### config.mk
export PLATFORM = sky130hd
export DESIGN_NAME = hall_tachometer_ema_unit
export DESIGN_NICKNAME = d
export VERILOG_FILES = /design/src/design/hte_pkg.sv /design/src/design/hte_ctrl.sv /design/src/design/hte_dp.sv /design/src/design/hall_tachometer_ema_unit.sv
export SDC_FILE = /design/constraint.sdc
export NUM_CORES = 2
export LEC_CHECK = 0
export ABC_AREA = 0
export BUFFER_PORTS_ARGS = -buffer_cell sky130_fd_sc_hd__buf_2
export CAP_MARGIN = 25
export CORE_MARGIN = 5
export CORE_UTILIZATION = 45
export DETAILED_ROUTE_END_ITERATION = 16
export PLACE_DENSITY = 0.59
export REMOVE_ABC_BUFFERS = 1
export SETUP_SLACK_MARGIN = 0.02
export SLEW_MARGIN = 0
export SYNTH_ARGS = -nofsm -noshare
export SYNTH_HDL_FRONTEND = slang
export SYNTH_SLANG_ARGS = --single-unit
### constraint.sdc
create_clock -name clk -period 17.9 [get_ports clk]
set_input_delay 1.79 -clock clk [delete_from_list [all_inputs] [get_ports clk]]
set_output_delay 1.79 -clock clk [all_outputs]
set_load 0.03 [all_outputs]
### src/design/hte_pkg.sv
// ----------------------------------------------------------------------------
// hte_pkg: shared types and constants of the Hall tachometer with EMA filter
// Controller states, command and status groups, register indexes and the
// fixed-point constants of the rpm arithmetic.
// ----------------------------------------------------------------------------
package hte_pkg;

	// Configuration register indexes.
	localparam logic [7:0] CFG_HIGH_THR = 8'd0;
	localparam logic [7:0] CFG_LOW_THR  = 8'd1;
	localparam logic [7:0] CFG_PPR      = 8'd2;
	localparam logic [7:0] CFG_ALPHA    = 8'd3;

	// Register reset values.
	localparam logic [9:0]  HIGH_THR_RST = 10'd600;
	localparam logic [9:0]  LOW_THR_RST  = 10'd500;
	localparam logic [7:0]  PPR_RST      = 8'd1;
	localparam logic [16:0] ALPHA_RST    = 17'd32768;

	// Input op codes.
	localparam logic OP_SAMPLE = 1'b0;
	localparam logic OP_UPDATE = 1'b1;

	// 60000 ms per minute times 256 for the 16.8 result.
	localparam logic [23:0] NUM_SCALE     = 24'd15360000;
	localparam int          DIV_BITS      = 40;
	localparam logic [16:0] ALPHA_ONE     = 17'd65536;
	localparam logic [41:0] ROUND_HALF    = 42'd32768;
	localparam logic [23:0] RPM_MAX       = 24'hFFFFFF;
	localparam logic [15:0] SLOW_RPM      = 16'd300;
	localparam logic [8:0]  SLOW_INTERVAL = 9'd300;
	localparam logic [8:0]  MIN_INTERVAL  = 9'd1;
	// Integer rpm at which the interval reaches its 1 ms floor.
	localparam logic [15:0] FAST_RPM      = 16'd2094;
	// ceil(2^18 / 6): x / 6 == (x * DIV6_RECIP) >> 18 for x below 2^17.
	localparam logic [15:0] DIV6_RECIP    = 16'd43691;

	typedef enum logic [3:0] {
		ST_IDLE,
		ST_SAMPLE,
		ST_CHECK,
		ST_MUL,
		ST_DIVIDE,
		ST_EMA_A,
		ST_EMA_B,
		ST_INTV_A,
		ST_INTV_B,
		ST_DONE
	} state_t;

	typedef struct packed {
		logic load_in;
		logic sample;
		logic check;
		logic mul;
		logic div_step;
		logic ema_a;
		logic ema_b;
		logic intv_a;
		logic intv_b;
		logic load_out;
	} cmd_t;

	typedef struct packed {
		logic op;
		logic late;
		logic div_done;
	} sts_t;

endpackage

### src/design/hte_ctrl.sv
// ----------------------------------------------------------------------------
// hte_ctrl: sequencing state machine of the tachometer
// Steps one item through the datapath and owns the result valid flag.
// ----------------------------------------------------------------------------
module hte_ctrl import hte_pkg::*; (
	input  logic clk,
	input  logic arst_n,
	input  logic in_valid,
	output logic in_ready,
	output logic out_valid,
	input  logic out_ready,
	input  sts_t sts,
	output cmd_t cmd
);

	state_t state_q;
	state_t state_nxt;
	logic   out_valid_q;
	logic   out_free;

	assign out_free  = !out_valid_q || out_ready;
	assign in_ready  = (state_q == ST_IDLE);
	assign out_valid = out_valid_q;

	always_comb begin
		state_nxt = state_q;
		case (state_q)
			ST_IDLE: begin
				if (in_valid) state_nxt = ST_CHECK;
			end
			ST_CHECK: begin
				if (sts.op == OP_SAMPLE) state_nxt = ST_SAMPLE;
				else if (sts.late) state_nxt = ST_DONE;
				else state_nxt = ST_MUL;
			end
			ST_SAMPLE: state_nxt = ST_DONE;
			ST_MUL:    state_nxt = ST_DIVIDE;
			ST_DIVIDE: begin
				if (sts.div_done) state_nxt = ST_EMA_A;
			end
			ST_EMA_A:  state_nxt = ST_EMA_B;
			ST_EMA_B:  state_nxt = ST_INTV_A;
			ST_INTV_A: state_nxt = ST_INTV_B;
			ST_INTV_B: state_nxt = ST_DONE;
			ST_DONE: begin
				if (out_free) state_nxt = ST_IDLE;
			end
			default:   state_nxt = ST_IDLE;
		endcase
	end

	always_comb begin
		cmd = '0;
		case (state_q)
			ST_IDLE:   cmd.load_in  = in_valid;
			ST_CHECK:  cmd.check    = 1'b1;
			ST_SAMPLE: cmd.sample   = 1'b1;
			ST_MUL:    cmd.mul      = 1'b1;
			ST_DIVIDE: cmd.div_step = !sts.div_done;
			ST_EMA_A:  cmd.ema_a    = 1'b1;
			ST_EMA_B:  cmd.ema_b    = 1'b1;
			ST_INTV_A: cmd.intv_a   = 1'b1;
			ST_INTV_B: cmd.intv_b   = 1'b1;
			ST_DONE:   cmd.load_out = out_free;
			default:   cmd = '0;
		endcase
	end

	always_ff @(posedge clk or negedge arst_n) begin
		if (!arst_n) begin
			state_q     <= ST_IDLE;
			out_valid_q <= 1'b0;
		end else begin
			state_q <= state_nxt;
			if (cmd.load_out) out_valid_q <= 1'b1;
			else if (out_ready) out_valid_q <= 1'b0;
		end
	end

endmodule

### src/design/hte_dp.sv
// ----------------------------------------------------------------------------
// hte_dp: datapath of the tachometer
// Configuration registers, hysteresis detector, pulse counter, the
// restoring divider for raw rpm, the EMA multiply-accumulate and the
// interval selection, plus the result register.
// ----------------------------------------------------------------------------
module hte_dp import hte_pkg::*; (
	input  logic        clk,
	input  logic        arst_n,
	input  logic        cfg_valid,
	input  logic [7:0]  cfg_index,
	input  logic [16:0] cfg_data,
	input  logic        in_op,
	input  logic [9:0]  in_hall,
	input  logic [31:0] in_now,
	input  cmd_t        cmd,
	output sts_t        sts,
	output logic [23:0] out_rpm,
	output logic        out_measured,
	output logic [8:0]  out_interval,
	output logic        out_magnet,
	output logic [15:0] out_pulses
);

	logic [9:0]  high_thr_q;
	logic [9:0]  low_thr_q;
	logic [7:0]  ppr_q;
	logic [16:0] alpha_q;

	logic        armed_q;
	logic [15:0] pulse_q;
	logic [31:0] last_q;
	logic [23:0] filt_q;
	logic [8:0]  intv_q;
	logic        meas_q;

	logic        op_q;
	logic [9:0]  hall_q;
	logic [31:0] now_q;

	logic [31:0] elapsed_q;
	logic [39:0] den_q;
	logic [39:0] rem_q;
	logic [39:0] quo_q;
	logic [5:0]  cnt_q;
	logic [41:0] acc_q;
	logic        slow_q;
	logic        fast_q;
	logic [10:0] diff_q;

	logic [31:0] elapsed;
	logic [7:0]  ppr_eff;
	logic [16:0] alpha_eff;
	logic [40:0] rem_sh;
	logic [41:0] trial;
	logic        borrow;
	logic [23:0] raw;
	logic [15:0] whole;
	logic [15:0] whole_off;
	logic [26:0] drop_prod;
	logic [8:0]  drop;

	assign elapsed   = now_q - last_q;
	assign ppr_eff   = (ppr_q == 8'd0) ? 8'd1 : ppr_q;
	assign alpha_eff = (alpha_q > ALPHA_ONE) ? ALPHA_ONE : alpha_q;

	assign sts.op       = op_q;
	assign sts.late     = (elapsed < {23'd0, intv_q});
	assign sts.div_done = (cnt_q == 6'(DIV_BITS));

	// One restoring division step: the numerator shifts out of quo_q into
	// the partial remainder while quotient bits shift in from the right.
	assign rem_sh = {rem_q, quo_q[39]};
	assign trial  = {1'b0, rem_sh} - {2'b00, den_q};
	assign borrow = trial[41];

	// A zero denominator yields an all-ones quotient, which saturates.
	assign raw = (pulse_q == 16'd0) ? 24'd0
	           : (quo_q[39:24] != 16'd0) ? RPM_MAX : quo_q[23:0];

	assign whole     = acc_q[39:24];
	assign whole_off = whole - SLOW_RPM;
	assign drop_prod = 27'(diff_q) * 27'(DIV6_RECIP);
	assign drop      = drop_prod[26:18];

	always_ff @(posedge clk or negedge arst_n) begin
		if (!arst_n) begin
			high_thr_q <= HIGH_THR_RST;
			low_thr_q  <= LOW_THR_RST;
			ppr_q      <= PPR_RST;
			alpha_q    <= ALPHA_RST;
		end else if (cfg_valid) begin
			case (cfg_index)
				CFG_HIGH_THR: high_thr_q <= cfg_data[9:0];
				CFG_LOW_THR:  low_thr_q  <= cfg_data[9:0];
				CFG_PPR:      ppr_q      <= cfg_data[7:0];
				CFG_ALPHA:    alpha_q    <= cfg_data;
				default:      ;
			endcase
		end
	end

	always_ff @(posedge clk or negedge arst_n) begin
		if (!arst_n) begin
			armed_q <= 1'b0;
			pulse_q <= 16'd0;
			last_q  <= 32'd0;
			filt_q  <= 24'd0;
			intv_q  <= 9'd0;
			meas_q  <= 1'b0;
			cnt_q   <= 6'd0;
		end else begin
			if (cmd.load_in) meas_q <= 1'b0;
			if (cmd.sample) begin
				if (hall_q > high_thr_q && !armed_q) begin
					armed_q <= 1'b1;
					if (pulse_q != 16'hFFFF) pulse_q <= pulse_q + 16'd1;
				end else if (hall_q < low_thr_q && armed_q) begin
					armed_q <= 1'b0;
				end
			end
			if (cmd.mul) cnt_q <= 6'd0;
			else if (cmd.div_step) cnt_q <= cnt_q + 6'd1;
			if (cmd.intv_a) begin
				filt_q  <= acc_q[39:16];
				pulse_q <= 16'd0;
				last_q  <= now_q;
				meas_q  <= 1'b1;
			end
			if (cmd.intv_b) begin
				if (slow_q) intv_q <= SLOW_INTERVAL;
				else if (fast_q) intv_q <= MIN_INTERVAL;
				else intv_q <= SLOW_INTERVAL - drop;
			end
		end
	end

	always_ff @(posedge clk) begin
		if (cmd.load_in) begin
			op_q   <= in_op;
			hall_q <= in_hall;
			now_q  <= in_now;
		end
		if (cmd.check) elapsed_q <= elapsed;
		if (cmd.mul) begin
			quo_q <= 40'(pulse_q) * 40'(NUM_SCALE);
			den_q <= 40'(ppr_eff) * 40'(elapsed_q);
			rem_q <= 40'd0;
		end else if (cmd.div_step) begin
			rem_q <= borrow ? rem_sh[39:0] : trial[39:0];
			quo_q <= {quo_q[38:0], !borrow};
		end
		if (cmd.ema_a) acc_q <= 42'(alpha_eff) * 42'(raw);
		else if (cmd.ema_b)
			acc_q <= acc_q + 42'(ALPHA_ONE - alpha_eff) * 42'(filt_q) + ROUND_HALF;
		if (cmd.intv_a) begin
			slow_q <= (whole < SLOW_RPM);
			fast_q <= (whole >= FAST_RPM);
			diff_q <= whole_off[10:0];
		end
		if (cmd.load_out) begin
			out_rpm      <= filt_q;
			out_measured <= meas_q;
			out_interval <= intv_q;
			out_magnet   <= armed_q;
			out_pulses   <= pulse_q;
		end
	end

endmodule

### src/design/hall_tachometer_ema_unit.sv
// ----------------------------------------------------------------------------
// hall_tachometer_ema_unit: Hall tachometer with hysteresis and EMA filter
// Flow: one item at a time; the next item is accepted only after the
// result of the last has loaded. An update with a measurement also runs
// the 40-step restoring divider for the raw rpm quotient.
// Reset: arst_n clears detector, count, time, filter and interval at once.
// ----------------------------------------------------------------------------
module hall_tachometer_ema_unit import hte_pkg::*; (
	input  logic        clk,
	input  logic        arst_n,
	// Configuration write channel.
	input  logic        cfg_valid,
	output logic        cfg_ready,
	input  logic [7:0]  cfg_index,
	input  logic [16:0] cfg_data,
	// Input stream.
	input  logic        s_tvalid,
	output logic        s_tready,
	input  logic [47:0] s_tdata,  // hall_sample[9:0], now_ms[41:10], zero pad
	input  logic        s_tuser,  // op
	// Result stream.
	output logic        m_tvalid,
	input  logic        m_tready,
	// rpm_value[23:0], interval_ms[32:24], magnet_present[33], pulses[49:34], pad
	output logic [55:0] m_tdata,
	output logic        m_tuser   // measured
);

	cmd_t        cmd;
	sts_t        sts;
	logic [23:0] rpm_value;
	logic        measured;
	logic [8:0]  interval_ms;
	logic        magnet_present;
	logic [15:0] pulses;

	// Registers are to be written only while the block is idle; the block
	// itself does not enforce this, and writes are always taken.
	assign cfg_ready = 1'b1;

	// The controller walks each transaction through the datapath: a sample
	// updates the detector in one step, an update first checks elapsed time
	// against the interval and, when due, runs product, division, the two
	// EMA accumulate steps and the interval choice before the result loads.
	hte_ctrl u_ctrl (
		.clk       (clk),
		.arst_n    (arst_n),
		.in_valid  (s_tvalid),
		.in_ready  (s_tready),
		.out_valid (m_tvalid),
		.out_ready (m_tready),
		.sts       (sts),
		.cmd       (cmd)
	);

	hte_dp u_dp (
		.clk          (clk),
		.arst_n       (arst_n),
		.cfg_valid    (cfg_valid),
		.cfg_index    (cfg_index),
		.cfg_data     (cfg_data),
		.in_op        (s_tuser),
		.in_hall      (s_tdata[9:0]),
		.in_now       (s_tdata[41:10]),
		.cmd          (cmd),
		.sts          (sts),
		.out_rpm      (rpm_value),
		.out_measured (measured),
		.out_interval (interval_ms),
		.out_magnet   (magnet_present),
		.out_pulses   (pulses)
	);

	// The result register holds a finished transaction while the next one is
	// already being accepted and worked on.
	assign m_tdata = {6'd0, pulses, magnet_present, interval_ms, rpm_value};
	assign m_tuser = measured;

	// An accepted item is worked on alone: no second acceptance right after.
	a_one_at_a_time: assert property (@(posedge clk) disable iff (!arst_n)
		s_tvalid && s_tready |=> !s_tready)
		else $error("input accepted while an item is in progress");

	// A measurement always leaves a cleared count and a legal interval.
	a_meas_clears: assert property (@(posedge clk) disable iff (!arst_n)
		m_tvalid && m_tuser |-> pulses == 16'd0)
		else $error("pulse count not cleared by a measurement");

	a_meas_interval: assert property (@(posedge clk) disable iff (!arst_n)
		m_tvalid && m_tuser |-> interval_ms != 9'd0 && interval_ms <= SLOW_INTERVAL)
		else $error("measurement interval out of range");

	// The result register only loads once any held result has been taken.
	a_load_from_done: assert property (@(posedge clk) disable iff (!arst_n)
		cmd.load_out |-> !m_tvalid || m_tready)
		else $error("result overwritten while still waiting");

endmodule

==> flow_metrics.tcl <==
set metrics [dict create \
    hold_buffers 0 \
    ant_nets 0 \
    ios 139 \
    cts.path.max_buffers 3 \
    gr-usage-all-layers 0.2171 \
    grt_setup_unrepaired "false" \
    drive_gt1_frac 0.05921 \
    syn_inst 6852 \
    drv_slew 0 \
    yosysSeqAreaShare 0.1857 \
    die_height_microns 388.0 \
    place.gp.congestion 0.8719 \
    max_cap_violations 0 \
    place_area_sq_um 67510 \
    tightest_slew_ns 1.017 \
    fmax_mhz 89.25 \
    via_per_inst 5.200 \
    drt-total-wl_microns 159300 \
    cts_root_buffer "clkbuf_16" \
    finalCritPeriodShare 0.6259 \
    crit_type "register to register" \
    finalSetupViolCount 0 \
    cp-start-kind "register" \
    r2r_setup_slack_ns 6.70 \
    hold_violations 0 \
    initial_core_util 0.4536 \
    status "complete, no violations" \
    dieArea_sq_um 150600 \
    final_util 0.4900 \
    r2r_end "u_dp.acc_q[38]" \
    grt_first_pass_wirelength_microns 263600 \
    syn-mean-instance-area_sq_um 9.385 \
    antenna_found_initial 8 \
    fin_skew_ns 0.02084 \
    first_iter_violations 2652 \
    path_buf_inv 7 \
    period_needed_ns 11.20 \
    slew_headroom 0.3133 \
    critPathArrivalTime_ns 11.72 \
    nets 8683 \
    hold_path.class "register to register" \
    endpoint "u_dp.acc_q[38]" \
    crit_cells 34 \
    stdcell_area_sq_um 69470 \
    grt_max_degree 96 \
    reg2reg_depth 34 \
    cp.required_ns 18.42 \
    drc 0 \
    rr_startpoint "u_dp.alpha_q[16]" \
    endpoint_kind "register" \
    die-width_microns 388.0 \
    cts_inserted_buffers 55 \
    synth_seq_cells 438 \
    cts_resized 0 \
    layout_common_cells "1412 x inv_1, 1097 x fa_1, 959 x nand2_1, 579 x ha_1, 313 x nor2_1" \
    htree_levels 2 \
    grt_pass1_vias 49040 \
    core_area_sq_um 141800 \
    place_hpwl_microns 125900 \
    yosys_warnings 0 \
    critPathSlowestCell "a311oi_1" \
    worstSetupStartpoint "u_dp.alpha_q[16]" \
    mostFrequentLayoutCell "inv_1" \
    syn_to_final_growth_pct 8.026 \
    slowest_delay_ns 0.88 \
    crit_fanout 48 \
    synth_edf_count 246 \
    cts.sinks 438 \
    drt-pass1-iter-count 6 \
    routed_wire_length_per_instance_microns 17.96 \
    synth_cell_types 87 \
    setup_tns_ns 0 \
    rows 138 \
    syn_area_sq_um 64310 \
    whs_ns 0.4580 \
    critPathTopFamily "adder cells" \
    crit_top_cell "fa_1" \
    cts_setup_buffers 0 \
    clock_latency_ns 0.65 \
    async_flop_share 0.3174 \
    cts_tree "built" \
    vias 46120 \
    overflow 0 \
    synthFlopType "edfxtp_1" \
    io_buffers 125 \
    path_clk_slew_ns 0.07 \
]
cell type report:
cell class	count	area, sq um
multi-input combinational	4804	46510
clock inverter	30	332.8
inverter	1414	5310
tap	1890	2365
sequential	438	11940
timing repair buffer	215	1408
clock buffer	74	1592
fill	13390	72290
antenna	4	10.01
layer usage:
metal	routed length, microns	global-route usage
met5	0	0
met2	76930	0.3714
met4	4961	0.06044
met1	69270	0.2917
met3	8170	0.02796
flip-flops by register name, summed over array words and instances, names as in the netlist, 11 cells and up:
register	count
u_dp.alpha_q	17
u_dp.den_q	40
u_dp.quo_q	40
u_dp.out_pulses	16
u_dp.out_rpm	24
u_dp.rem_q	40
u_dp.last_q	32
u_dp.filt_q	24
u_dp.diff_q	11
u_dp.pulse_q	16
u_dp.elapsed_q	32
u_dp.acc_q	40
u_dp.now_q	32
how the worst min path moves through the flow:
stage	to	depth (start not counted)	start	slack, ns
floorplan	u_dp.out_interval[2]	0	u_dp.intv_q[2]	0.42
global placement	u_dp.out_measured	0	u_dp.meas_q	0.43
detailed placement	u_dp.out_interval[2]	0	u_dp.intv_q[2]	0.44
CTS	u_dp.out_interval[2]	0	u_dp.intv_q[2]	0.46
global route	u_dp.out_measured	0	u_dp.meas_q	0.47
finish	u_dp.out_interval[3]	0	u_dp.intv_q[3]	0.46
cells in the mapped netlist (14+ instances only):
| cell | number | area share |
|---|---|---|
| buf_1 | 24 | 0.0014 |
| o31ai_1 | 20 | 0.0023 |
| a21oi_1 | 214 | 0.017 |
| o21ai_0 | 243 | 0.019 |
| nor2_1 | 316 | 0.018 |
| inv_1 | 1412 | 0.082 |
| clkbuf_1 | 206 | 0.012 |
| nand2b_1 | 52 | 0.0051 |
| mux2_2 | 38 | 0.0067 |
| ha_1 | 579 | 0.11 |
| nand2_1 | 959 | 0.056 |
| and2_1 | 307 | 0.030 |
| nor3_1 | 46 | 0.0036 |
| dfxtp_1 | 53 | 0.016 |
| edfxtp_1 | 246 | 0.11 |
| xnor2_1 | 168 | 0.023 |
| o21bai_1 | 21 | 0.0025 |
| o21a_1 | 54 | 0.0063 |
| o211ai_1 | 14 | 0.0016 |
| dfrtp_1 | 127 | 0.049 |
| nand4_1 | 27 | 0.0026 |
| nand3_1 | 81 | 0.0063 |
| nor2b_1 | 51 | 0.0050 |
| mux2i_1 | 39 | 0.0061 |
| a21o_1 | 84 | 0.0098 |
| and3_1 | 41 | 0.0040 |
| fa_1 | 1097 | 0.34 |
| a211oi_1 | 36 | 0.0042 |
| xor2_1 | 71 | 0.0097 |
| or3_1 | 18 | 0.0018 |
through the flow:
stage          std cells  setup WS [ns]
2_1_floorplan       6656          6.399
5_1_grt             8868          6.118
6_report            8869          6.696
3_3_place_gp        8755          6.914
3_5_place_dp        8760          6.841
4_1_cts             8864          6.788
logic make-up (layout without fill, tap and decap cells):
| family | count (synthesis) | after routing | synth area share |
|---|---|---|---|
| AND/OR/NAND/NOR | 1958 | 1958 | 0.1394 |
| XOR/XNOR | 239 | 239 | 0.03255 |
| multiplexers | 77 | 77 | 0.01272 |
| other | 2 | 54 | 0.0001168 |
| AO/OA/AOI/OAI | 804 | 804 | 0.07802 |
| buffers and inverters | 1658 | 1733 | 0.09736 |
| flip-flops | 438 | 438 | 0.1857 |
| adder cells (fa/ha/maj) | 1676 | 1676 | 0.4542 |
Power is left out: the tool's default activity adds up to more than one toggle a clock period on the data nets, which glitch-free logic cannot reach.
